===== config.mk =====
export PLATFORM = sky130hd
export DESIGN_NAME = i2c_master_transaction_sequencer
export DESIGN_NICKNAME = d
export VERILOG_FILES = /design/src/sv/i2c_mts_pkg.sv /design/src/sv/i2c_master_transaction_sequencer.sv
export SDC_FILE = /design/constraint.sdc
export NUM_CORES = 1
export LEC_CHECK = 0
export BUFFER_PORTS_ARGS = -buffer_cell sky130_fd_sc_hd__buf_2
export CAP_MARGIN = 0
export CORE_ASPECT_RATIO = 0.8
export CORE_MARGIN = 1
export CORE_UTILIZATION = 45
export CTS_CLUSTER_SIZE = 24
export DETAILED_ROUTE_END_ITERATION = 10
export REMOVE_ABC_BUFFERS = 1
export SETUP_SLACK_MARGIN = 0.1
export SLEW_MARGIN = 20
export SYNTH_ARGS = -nofsm -noshare
export SYNTH_HDL_FRONTEND = slang
export SYNTH_SLANG_ARGS = --single-unit
export TNS_END_PERCENT = 100

===== constraint.sdc =====
create_clock -name clock -period 12.2 [get_ports clock]
set_input_delay 0 -clock clock [delete_from_list [all_inputs] [get_ports clock]]
set_output_delay 0 -clock clock [all_outputs]
set_load 0.005 [all_outputs]

===== src/sv/i2c_mts_pkg.sv =====
// Package for the I2C master transaction sequencer: codes, types and defaults.
package i2c_mts_pkg;

   // Default depth of the transfer buffer
   localparam int BufDepthDef = 32;

   // Bus status code sits in the upper five bits
   localparam logic [7:0] StatusMask = 8'hF8;

   // Bus engine status codes
   localparam logic [7:0] StStart      = 8'h08;
   localparam logic [7:0] StRepStart   = 8'h10;
   localparam logic [7:0] StMtSlaAck   = 8'h18;
   localparam logic [7:0] StMtSlaNack  = 8'h20;
   localparam logic [7:0] StMtDataAck  = 8'h28;
   localparam logic [7:0] StMtDataNack = 8'h30;
   localparam logic [7:0] StArbLost    = 8'h38;
   localparam logic [7:0] StMrSlaAck   = 8'h40;
   localparam logic [7:0] StMrDataAck  = 8'h50;
   localparam logic [7:0] StMrDataNack = 8'h58;

   // Transaction commands
   typedef enum logic [1:0] {
      CmdBegin = 2'd0,
      CmdEvent = 2'd1,
      CmdWrite = 2'd2,
      CmdRead  = 2'd3
   } cmd_type;

   // Bus actions
   typedef enum logic [2:0] {
      ActNone     = 3'd0,
      ActStart    = 3'd1,
      ActStop     = 3'd2,
      ActCont     = 3'd3,
      ActContAck  = 3'd4,
      ActResetAck = 3'd5
   } action_type;

   // Begin command result codes
   typedef enum logic [1:0] {
      RcOk     = 2'd0,
      RcBusy   = 2'd1,
      RcLength = 2'd2
   } result_type;

   // Result waiting for buffer read data
   typedef struct packed {
      action_type action;
      logic       tx_valid;
      logic [7:0] tx_pre;
      logic       tx_mem;
      logic       rd_mem;
      logic       busy;
      logic [7:0] status;
      logic [7:0] error;
      logic [5:0] count;
      result_type result_code;
   } pend_type;

   // Complete result transaction
   typedef struct packed {
      action_type action;
      logic       tx_valid;
      logic [7:0] tx_byte;
      logic       busy;
      logic [7:0] status;
      logic [7:0] error;
      logic [5:0] count;
      logic [7:0] read_data;
      result_type result_code;
   } rsp_type;

endpackage


===== src/sv/i2c_master_transaction_sequencer.sv =====
// I2C master transaction sequencer: command decode, transfer buffer and result queue.
//
// Request channel (req_*): one transaction per command. Begin, if not busy and the
// length fits the buffer, latches the slave address, direction and length and asks
// for a start; a bus status event is decoded into the next bus action and any byte to
// load into the bus data register; buffer write and read commands access the buffer directly.
// Response channel (rsp_*): exactly one result transaction per request, in order.
// The accepting edge updates the state and reads the buffer into the read stage; from
// there the result passes into the result queue, which raises rsp_valid, and it is
// taken when rsp_valid is high and rsp_stall is low.
// Throughput: one transaction per cycle while the receiver keeps rsp_stall low.
// A two-entry result queue behind the buffer read register lets a request be taken
// while a result waits; req_stall rises once the queue and the read stage would
// fill, and falls as soon as the receiver takes a result.
// Reset clears busy, position, size, address byte, status and error, and empties
// the pipeline. Buffer contents are not cleared; read an entry only once written.
module i2c_master_transaction_sequencer #(
   parameter int BUF_DEPTH = i2c_mts_pkg::BufDepthDef
) (
   input  logic       clock,
   input  logic       reset,
   input  logic       req_valid,
   output logic       req_stall,
   input  logic [1:0] req_cmd,
   input  logic [6:0] req_slave_addr,
   input  logic       req_direction,
   input  logic [7:0] req_length,
   input  logic [7:0] req_bus_status,
   input  logic [7:0] req_bus_byte,
   input  logic [4:0] req_buf_index,
   input  logic [7:0] req_buf_data,
   output logic       rsp_valid,
   input  logic       rsp_stall,
   output logic [2:0] rsp_action,
   output logic       rsp_tx_valid,
   output logic [7:0] rsp_tx_byte,
   output logic       rsp_busy_res,
   output logic [7:0] rsp_status_seen,
   output logic [7:0] rsp_error_seen,
   output logic [5:0] rsp_byte_count,
   output logic [7:0] rsp_read_data,
   output logic [1:0] rsp_result_code
);
   import i2c_mts_pkg::*;

   localparam int PosW  = $clog2(BUF_DEPTH + 1);
   localparam int AddrW = (BUF_DEPTH > 1) ? $clog2(BUF_DEPTH) : 1;
   localparam logic [7:0] DepthB = 8'(BUF_DEPTH);

   // Sequencer state
   logic [PosW-1:0]  position_ff, position_in;
   logic [PosW-1:0]  size_ff, size_in;
   logic [7:0]       addr_ff, addr_in;
   logic             busy_ff, busy_in;
   logic [7:0]       status_ff, status_in;
   logic [7:0]       error_ff, error_in;

   // Transfer buffer
   logic [7:0]       mem [BUF_DEPTH];
   logic [7:0]       mem_rd_ff;
   logic             mem_we;
   logic [AddrW-1:0] mem_wa, mem_ra;
   logic [7:0]       mem_wd;

   // Read stage and result queue
   logic             p_vld_ff;
   pend_type         p_ff, p_in;
   rsp_type          p_res;
   rsp_type          fifo_ff [2];
   logic             wr_ptr_ff, rd_ptr_ff;
   logic [1:0]       cnt_ff, cnt_in;

   logic             acc, pop;
   logic [2:0]       occ;
   logic [7:0]       code;
   cmd_type          cmd;
   action_type       act;
   logic [PosW-1:0]  pos_inc;
   logic             more;
   logic             idx_ok;
   logic [AddrW-1:0] pos_idx, buf_idx;

   // Handshake
   assign pop       = rsp_valid & ~rsp_stall;
   assign occ       = {1'b0, cnt_ff} + {2'b0, p_vld_ff} - {2'b0, pop};
   assign req_stall = (occ >= 3'd2);
   assign acc       = req_valid & ~req_stall;

   // Field decode
   assign cmd     = cmd_type'(req_cmd);
   assign code    = req_bus_status & StatusMask;
   assign pos_inc = position_ff + PosW'(1);
   assign more    = (position_ff < size_ff);
   assign idx_ok  = ({3'b0, req_buf_index} < DepthB);
   assign pos_idx = position_ff[AddrW-1:0];
   assign buf_idx = AddrW'(req_buf_index);

   // Command and status decode, next state
   always_comb begin
      act         = ActNone;
      p_in        = '0;
      position_in = position_ff;
      size_in     = size_ff;
      addr_in     = addr_ff;
      status_in   = status_ff;
      error_in    = error_ff;
      mem_we      = 1'b0;
      mem_wa      = pos_idx;
      mem_wd      = req_bus_byte;
      mem_ra      = pos_idx;
      p_in.result_code = RcOk;
      unique case (cmd)
         CmdBegin: begin
            if (busy_ff) begin
               p_in.result_code = RcBusy;
            end else if (req_length > DepthB) begin
               p_in.result_code = RcLength;
            end else begin
               size_in = PosW'(req_length);
               if (!req_direction) begin
                  position_in = '0;
               end
               addr_in = {req_slave_addr, req_direction};
               act     = ActStart;
            end
         end
         CmdEvent: begin
            status_in = code;
            error_in  = '0;
            unique case (code) inside
               StStart, StRepStart: begin
                  p_in.tx_valid = 1'b1;
                  p_in.tx_pre   = addr_ff;
                  position_in   = '0;
                  act           = ActCont;
               end
               StMtSlaAck, StMtDataAck: begin
                  if (more) begin
                     p_in.tx_valid = 1'b1;
                     p_in.tx_mem   = 1'b1;
                     position_in   = pos_inc;
                     act           = ActCont;
                  end else begin
                     act = ActStop;
                  end
               end
               StMrSlaAck: begin
                  act = ActContAck;
               end
               StMrDataAck, StMrDataNack: begin
                  if (more) begin
                     mem_we      = 1'b1;
                     position_in = pos_inc;
                     // bytes left after this one decide ack or nack
                     if (size_ff == pos_inc) begin
                        act = ActStop;
                     end else if ({1'b0, size_ff} == {1'b0, pos_inc} + (PosW+1)'(1)) begin
                        act = ActCont;
                     end else begin
                        act = ActContAck;
                     end
                  end else begin
                     act = ActStop;
                  end
               end
               StMtSlaNack, StArbLost: begin
                  error_in = code;
                  act      = ActStart;
               end
               StMtDataNack: begin
                  error_in = code;
                  act      = ActStop;
               end
               default: begin
                  error_in = code;
                  act      = ActResetAck;
               end
            endcase
         end
         CmdWrite: begin
            if (idx_ok) begin
               mem_we = 1'b1;
               mem_wa = buf_idx;
               mem_wd = req_buf_data;
            end
         end
         CmdRead: begin
            if (idx_ok) begin
               p_in.rd_mem = 1'b1;
               mem_ra      = buf_idx;
            end
         end
         default: begin
            act = ActNone;
         end
      endcase

      // Busy follows the action issued
      if (act == ActStop) begin
         busy_in = 1'b0;
      end else if (act != ActNone) begin
         busy_in = 1'b1;
      end else begin
         busy_in = busy_ff;
      end

      p_in.action = act;
      p_in.busy   = busy_in;
      p_in.status = status_in;
      p_in.error  = error_in;
      p_in.count  = 6'(position_in);
   end

   // State registers
   always_ff @(posedge clock) begin
      if (reset) begin
         position_ff <= '0;
         size_ff     <= '0;
         addr_ff     <= '0;
         busy_ff     <= 1'b0;
         status_ff   <= '0;
         error_ff    <= '0;
      end else if (acc) begin
         position_ff <= position_in;
         size_ff     <= size_in;
         addr_ff     <= addr_in;
         busy_ff     <= busy_in;
         status_ff   <= status_in;
         error_ff    <= error_in;
      end
   end

   // Buffer write and registered read
   always_ff @(posedge clock) begin
      if (acc && mem_we) begin
         mem[mem_wa] <= mem_wd;
      end
      if (acc) begin
         mem_rd_ff <= mem[mem_ra];
      end
   end

   // Read stage
   always_ff @(posedge clock) begin
      if (reset) begin
         p_vld_ff <= 1'b0;
      end else begin
         p_vld_ff <= acc;
      end
   end

   always_ff @(posedge clock) begin
      if (acc) begin
         p_ff <= p_in;
      end
   end

   // Merge buffer read data into the result
   always_comb begin
      p_res.action      = p_ff.action;
      p_res.tx_valid    = p_ff.tx_valid;
      p_res.tx_byte     = p_ff.tx_mem ? mem_rd_ff : p_ff.tx_pre;
      p_res.busy        = p_ff.busy;
      p_res.status      = p_ff.status;
      p_res.error       = p_ff.error;
      p_res.count       = p_ff.count;
      p_res.read_data   = p_ff.rd_mem ? mem_rd_ff : 8'h00;
      p_res.result_code = p_ff.result_code;
   end

   // Result queue
   always_comb begin
      cnt_in = cnt_ff;
      if (p_vld_ff && !pop) begin
         cnt_in = cnt_ff + 2'd1;
      end else if (!p_vld_ff && pop) begin
         cnt_in = cnt_ff - 2'd1;
      end
   end

   always_ff @(posedge clock) begin
      if (reset) begin
         cnt_ff    <= '0;
         wr_ptr_ff <= 1'b0;
         rd_ptr_ff <= 1'b0;
      end else begin
         cnt_ff <= cnt_in;
         if (p_vld_ff) begin
            wr_ptr_ff <= ~wr_ptr_ff;
         end
         if (pop) begin
            rd_ptr_ff <= ~rd_ptr_ff;
         end
      end
   end

   always_ff @(posedge clock) begin
      if (p_vld_ff) begin
         fifo_ff[wr_ptr_ff] <= p_res;
      end
   end

   // Response outputs
   assign rsp_valid       = (cnt_ff != 2'd0);
   assign rsp_action      = fifo_ff[rd_ptr_ff].action;
   assign rsp_tx_valid    = fifo_ff[rd_ptr_ff].tx_valid;
   assign rsp_tx_byte     = fifo_ff[rd_ptr_ff].tx_byte;
   assign rsp_busy_res    = fifo_ff[rd_ptr_ff].busy;
   assign rsp_status_seen = fifo_ff[rd_ptr_ff].status;
   assign rsp_error_seen  = fifo_ff[rd_ptr_ff].error;
   assign rsp_byte_count  = fifo_ff[rd_ptr_ff].count;
   assign rsp_read_data   = fifo_ff[rd_ptr_ff].read_data;
   assign rsp_result_code = fifo_ff[rd_ptr_ff].result_code;

   // Checks
   a_queue_bound: assert property (@(posedge clock) disable iff (reset)
      cnt_ff != 2'd3)
      else $error("result queue count out of range");

   a_queue_room: assert property (@(posedge clock) disable iff (reset)
      p_vld_ff |-> !(cnt_ff == 2'd2 && !pop))
      else $error("read stage result has no queue room");

   a_accept_flows: assert property (@(posedge clock) disable iff (reset)
      acc |=> p_vld_ff)
      else $error("accepted transaction lost before read stage");

   a_begin_busy: assert property (@(posedge clock) disable iff (reset)
      (acc && cmd == CmdBegin && busy_ff) |=> (p_ff.result_code == RcBusy && busy_ff))
      else $error("begin while busy not refused");

   a_stop_idle: assert property (@(posedge clock) disable iff (reset)
      (acc && act == ActStop) |=> !busy_ff)
      else $error("busy still set after stop");

endmodule

==> impl_metrics.ini, run 1 <==
[status]
status = completed

[drt]
drt-pass1-iter-count = 7
vias = 9766
routedWlPerCell_microns = 20.9
ant_nets = 0
drc = 0
drtIter0Drc = 720
avgViaCountPerCell = 5.38
drt-total-wl_microns = 37900

[synthesis]
synth_flop_cell = edfxtp_1
synth_fa_ha_area_share_pct = 1.16
yosys_warnings = 0
synth_compound_area_share_pct = 4.38
synth_xor_area_share_pct = 1.05
synth_top_family_by_area = multiplexers
ys_ff_latch = 436
synth_edf_count = 393
ys_async_sr_fraction_pct = 0
synth.area.mux_share_pct = 12.7
synth_top_cells_by_area = edfxtp_1 (66%), mux4_2 (8.1%), dfxtp_1 (4.8%)
syn_inst = 1116
syn_area_per_cell_sq_um = 16.0
syn_area_sq_um = 17900
synth_top_area_share_pct = 65.9
synth_top_area_cell = edfxtp_1
synthSimpleGateAreaFrac_pct = 7.91
ys_seq_area_share_pct = 70.7
synth_cell_types = 62

[clocking]
cts_hold_buffers = 39
root_buffer = clkbuf_16
cts.sinks = 436
clk_latency_ns = 0.57
cts_buffers = 45
cts.clk_slew.worst_paths_ns = 0.06
postCtsSetupBuffers = 0
cts_tree = built
clk_path_buf_depth = 3
h-tree-depth = 2
ctsResizeCount = 0

[timing]
fin_crit_sh_pct = 34.4
period_minus_slack_ns = 4.19
slew_viol_final = 0
fin_skew_ns = 0.0246
setup_tns_ns = 0
setup_viol = 0
worst_slew_pin_slew_ns = 0.966
relSlewSlack_pct = 35.6
hold_violations = 0
rsz0062_at_grt = no
fmax_mhz = 239

[worst_setup_path]
path_common_cell = nand2b_1
cpLargestDelayFamily = simple AND/OR/NAND/NOR gates
setup.worst_path.class = flop to flop
crit_path_start_kind = flop
slowest_delay_ns = 0.80
r2r-start = cnt_ff[1]
cp_max_fo = 22
crit_arrival_ns = 4.37
rr_worst_depth = 13
required_ns = 12.38
worst-path-buf-inv = 3
critPathSlowestCell = nor2_1
crit_chain = or2_2 -> nand2b_1 -> inv_1 -> ha_1 -> nand2b_1 -> fa_1 -> xnor2_1 -> nand3_1 -> buf_4 -> inv_2 -> and3_1 -> nand2_1 -> nor2_1
rrSetupSlack_ns = 8.01
crit_path_end_kind = flop
r2r-end = mem[14][2]

[global_route]
antenna_found_initial = 2
grt_max_degree = 65
met3_usage_pct = 3.23
grt_pass1_wl_microns = 57800
top_usage_layer = met1
use_met1_pct = 29.2
grtUsageTotal_pct = 19.0
grt_pass1_vias = 9719
met2_usage_pct = 27.9
grt_overflow = 0

[hold_path]
hold_end = mem_rd_ff[4]
hold_path_class = primary input to flop
hold_path_depth = 4
holdCritStartpoint = req_buf_index[4]

[final_layout]
syn_to_final_growth_pct = 15.9
nNetsFinal = 1320
fillers = 3076
layout.area.seq_sq_um = 12700
multi_input_area_sq_um = 4910
layout-drive-gt1-share_pct = 25.4

[power]
leakage_uw = 0.00706
ir_drop_uv = 132
fin_total_pwr_uw = 3750
p_per_area_nw_per_um2 = 181

[floorplanning]
die-area_sq_um = 40600
initial_core_util_pct = 46.3
die_x_microns = 225
core_sq_um = 38700
die_h_microns = 180
rows = 64
io-pin-count = 98

[job]
max_cap_violations = 0

[place]
hpwl_microns = 23300
routabilityCongestion = 0.775
io_buffers = 94
[placed cells by master (no fill, tap or decap), types with 3 or more instances in the layout]
| master | Yosys | layout |
|---|---|---|
| o211ai_1 | 11 | 11 |
| nand4_1 | 4 | 4 |
| nand3b_1 | 4 | 4 |
| clkinv_1 | 1 | 7 |
| a21oi_1 | 39 | 39 |
| and2_1 | 27 | 26 |
| dfxtp_1 | 43 | 42 |
| clkinv_2 | 0 | 8 |
| mux2_2 | 67 | 67 |
| xor2_1 | 5 | 5 |
| nand2b_1 | 13 | 13 |
| clkinvlp_4 | 0 | 3 |
| o31ai_1 | 5 | 5 |
| or3_1 | 3 | 3 |
| a22o_1 | 8 | 8 |
| nor3_1 | 7 | 7 |
| bufinv_16 | 0 | 5 |
| nand3_1 | 24 | 24 |
| edfxtp_1 | 393 | 393 |
| and3_1 | 5 | 5 |
| nor2b_1 | 8 | 7 |
| mux2i_1 | 6 | 3 |
| mux4_2 | 64 | 64 |
| buf_2 | 14 | 94 |
| nand2_1 | 145 | 145 |
| inv_1 | 18 | 17 |
| nor2_1 | 53 | 53 |
| dlygate4sd3_1 | 0 | 39 |
| ha_1 | 15 | 15 |
| o21ai_1 | 24 | 24 |
| xnor2_1 | 12 | 12 |
| clkbuf_1 | 28 | 6 |
| clkbuf_16 | 0 | 45 |
| buf_4 | 1 | 13 |
| o21ai_0 | 19 | 19 |
[metal layers]
metal / routed length (microns) / vias up / part of all wire [%]
li1: - / 4515 / -
met1: 17900 / 4901 / 47
met3: 2480 / 56 / 6.5
met5: 0 / - / 0
met4: 745 / 0 / 2.0
met2: 16800 / 294 / 44
[stage by stage]
stage                     hold WS [ns]  instances  util [%]  setup slack (ns)  cell area [sq um]
after floorplan                 0.0691       1060         -              4.63              17600
after global placement           0.248       1695      48.8              8.10              18900
after detailed placement         0.249       1695      48.8              8.05              18900
after CTS                        0.112       1813      53.6              7.98              20700
after global routing             0.132       1815      53.6              7.79              20700
final                            0.138       1815      53.6              8.01              20700
[Yosys cell counts, drive strengths merged, types with 2 or more instances]
cell and instances:
o21bai 2, nor4 2, dfxtp 43, nand4 5, buf 28, nor2 54, and2 27, or2 3
nand3b 4, or3 3, mux2 67, inv 18, edfxtp 393, xor2 6, a211oi 2, nand2b 13
nor3 7, nand3 25, a22o 8, o22ai 2, o21ai 44, nand2 145, o21a 2, o221ai 2
o211ai 12, o31ai 6, mux2i 7, a21oi 39, ha 15, nor3b 2, mux4 64, clkbuf 28
and3 5, xnor2 12, a21boi 2, nor2b 8
[worst max path at each step]
| stage | from | endpoint | slack [ns] | depth (start not counted) |
|---|---|---|---|---|
| final | cnt_ff[1] | mem[14][2] | 8.01 | 13 |
| after global placement | cnt_ff[1] | mem[11][6] | 8.10 | 14 |
| after floorplan | req_cmd[0] | mem_rd_ff[0] | 4.63 | 7 |
| after global routing | cnt_ff[1] | mem[11][1] | 7.79 | 14 |
| after detailed placement | cnt_ff[1] | mem[22][4] | 8.05 | 13 |
| after CTS | cnt_ff[1] | mem[22][1] | 7.98 | 13 |
[tightest hold or removal path, stage by stage]
cell and delay [ns]:
buf_2 0.12, mux2i_1 0.08, buf_4 0.19, o21ai_1 0.18
[state kept, by name (all words and copies together) (netlist names), 2 cells and up, named ones only]
name and cells:
cnt_ff 2, addr_ff 8, mem 256, p_ff 39
fifo_ff 90, mem_rd_ff 8, size_ff 6, status_ff 8
error_ff 8, position_ff 6
[kinds of logic (layout without fill, tap and decap cells)]
family / after synthesis / after routing
and+or+nand+nor: 306 / 306
DFF: 436 / 436
muxes: 138 / 138
buffers and inverters: 75 / 244
adders and majority gates: 16 / 16
AOI/OAI and AO/OA: 126 / 126
xor gates and xnor gates: 19 / 19
other: 0 / 2
[power breakdown]
group	internal, uW	switching (uW)	total, uW
logic	205	306	511
clock network	795	566	1360
registers	1830	53.6	1880
[layout make-up]
class / count / share of cell area [%]
clock buffer: 52 / 5.60
inverter: 19 / 0.344
timing repair buffer: 146 / 4.62
tap: 528 / 3.18
multi-input combinational: 605 / 23.7
clock inverter: 27 / 1.52
antenna: 2 / 0.0241
sequential: 436 / 61.0
No activity file was read; power rests on OpenSTA's default activity.
==> run 2, diff against run 1 <==
clock period = 3.4 ns   (was 12.2 ns; I/O delays follow)
==> run 2 against run 1 <==
First-iteration DRC count rose by 15%. Largest cell class unchanged. Die area is the same. Register-to-register slack worse by 7.7 ns. Critical path depth up 2. Sequential power rose to 3.6 times the previous value. Maximum frequency is 35% higher. Non-clock buffer count up 41. Cell area is 1.6% higher. Critical endpoint is now mem[13][2].
==> impl_metrics.ini, run 2 (synthesis results as in run 1) <==
[status]
status = completed

[hold_path]
hold_path_class = primary input to flop
hold_path_depth = 4
holdCritStartpoint = req_valid
hold_end = p_vld_ff

[timing]
worst_slack_ns = 0.300
slew_viol_final = 0
fin_crit_sh_pct = 91.2
worst_slew_pin_slew_ns = 0.973
relSlewSlack_pct = 35.1
period_minus_slack_ns = 3.10
worst_hold_slack_ns = 0.0732
fmax_mhz = 323
hold_violations = 0
setup_viol = 0
setup_tns_ns = 0
rsz0062_at_grt = no
fin_skew_ns = 0.0202

[floorplanning]
die_h_microns = 180
die_x_microns = 225
die-area_sq_um = 40600
core_sq_um = 38700
rows = 64
initial_core_util_pct = 46.3
io-pin-count = 98

[drt]
drt-pass1-iter-count = 5
vias = 9836
drt-total-wl_microns = 38600
avgViaCountPerCell = 5.30
routedWlPerCell_microns = 20.8
drtIter0Drc = 830
drc = 0
ant_nets = 0

[clocking]
cts_tree = built
postCtsSetupBuffers = 0
cts.sinks = 436
ctsResizeCount = 0
cts.clk_slew.worst_paths_ns = 0.06
cts_hold_buffers = 24
root_buffer = clkbuf_16
clk_path_buf_depth = 3
clk_latency_ns = 0.57
cts_buffers = 45
h-tree-depth = 2

[worst_setup_path]
cpLargestDelayFamily = simple AND/OR/NAND/NOR gates
crit_arrival_ns = 3.37
worst-path-buf-inv = 4
slowest_delay_ns = 0.38
setup.worst_path.class = flop to flop
crit_path_start_kind = flop
cp_max_fo = 8
crit_chain = or2_2 -> nand2b_1 -> inv_1 -> ha_1 -> nand2b_1 -> fa_1 -> xnor2_1 -> nand3_1 -> inv_2 -> nand2_1 -> nor2_1 -> nand2_1 -> buf_12 -> nor2_1 -> buf_4
r2r-start = cnt_ff[1]
critPathSlowestCell = fa_1
required_ns = 3.67
crit_path_end_kind = flop
r2r-end = mem[13][2]
rrSetupSlack_ns = 0.30
rr_worst_depth = 15

[final_layout]
final_cell_mix = edfxtp_1 (393), nand2_1 (145), buf_2 (94), mux2_2 (67), mux4_2 (64)
nNetsFinal = 1361
reg.largest.list = mem (256), fifo_ff (90), p_ff (39)
syn_to_final_growth_pct = 17.8
regMostFlops = mem
layout-drive-gt1-share_pct = 28.4
final_cells = 1857
fin_area_sq_um = 21100
num_antenna_cells = 0
final_common_cell = edfxtp_1
largest_reg_flops = 256

[place]
dp.cells = 1751
pre_cts_ws_ns = 0.268
routabilityCongestion = 0.807
io_buffers = 94
hpwl_microns = 24600
place_area_sq_um = 19400

[power]
ir_drop_uv = 554
leakage_uw = 0.00729
p_per_area_nw_per_um2 = 637

[global_route]
grt_pass1_vias = 9463
grt_pass1_wl_microns = 58900
grtUsageTotal_pct = 19.4
antenna_found_initial = 0
grt_overflow = 0
grt_max_degree = 65

[job]
max_cap_violations = 0
[run 2: worst max path at each step]
stage / startpoint / to / cells past startpoint
3_3_place_gp: cnt_ff[1] / mem[3][4] / 15
3_5_place_dp: cnt_ff[1] / mem[13][2] / 15
5_1_grt: cnt_ff[1] / mem[13][2] / 15
2_1_floorplan: req_cmd[0] / mem_rd_ff[0] / 7
4_1_cts: cnt_ff[1] / mem[13][5] / 15
6_report: cnt_ff[1] / mem[13][2] / 15
[run 2: area by class of cell]
type | count | area [sq um]
repair buffers | 187 | 1340
clock inverters | 19 | 201
inverters | 19 | 71.3
flip-flops and latches | 436 | 12700
well taps | 528 | 661
multi-input cells | 605 | 4900
fillers | 3135 | 17600
clock buffers | 63 | 1240
[run 2: per-stage QoR]
stage               power (uW)  utilization, %
finish                   13400            54.5
global route             14000            54.5
CTS                      13600            54.5
detailed placement        8780            50.2
global placement          8740            50.2
floorplan                 7890               -
[run 2: worst reg2reg max path: cells and delay by family (launching register included)]
family	cells	cell delay, ns
and+or+nand+nor	8	1.12
adders and majority gates	2	0.64
buffers and inverters	4	0.56
xor gates and xnor gates	1	0.19
DFF	1	0.30
[run 2: where the power goes]
part	leakage [uW]	internal (uW)	switching [uW]	total, uW
clock	0.000696	2730	2030	4770
sequential	0.00393	6560	169	6730
combinational	0.00266	801	1130	1930
[run 2: layer usage]
metal	part of all wire [%]	vias up	GRT usage, %
li1	-	4609	-
met1	51	4906	31.5
met2	42	282	26.6
met3	6.0	39	3.70
met4	1.4	0	4.63
met5	0	-	0
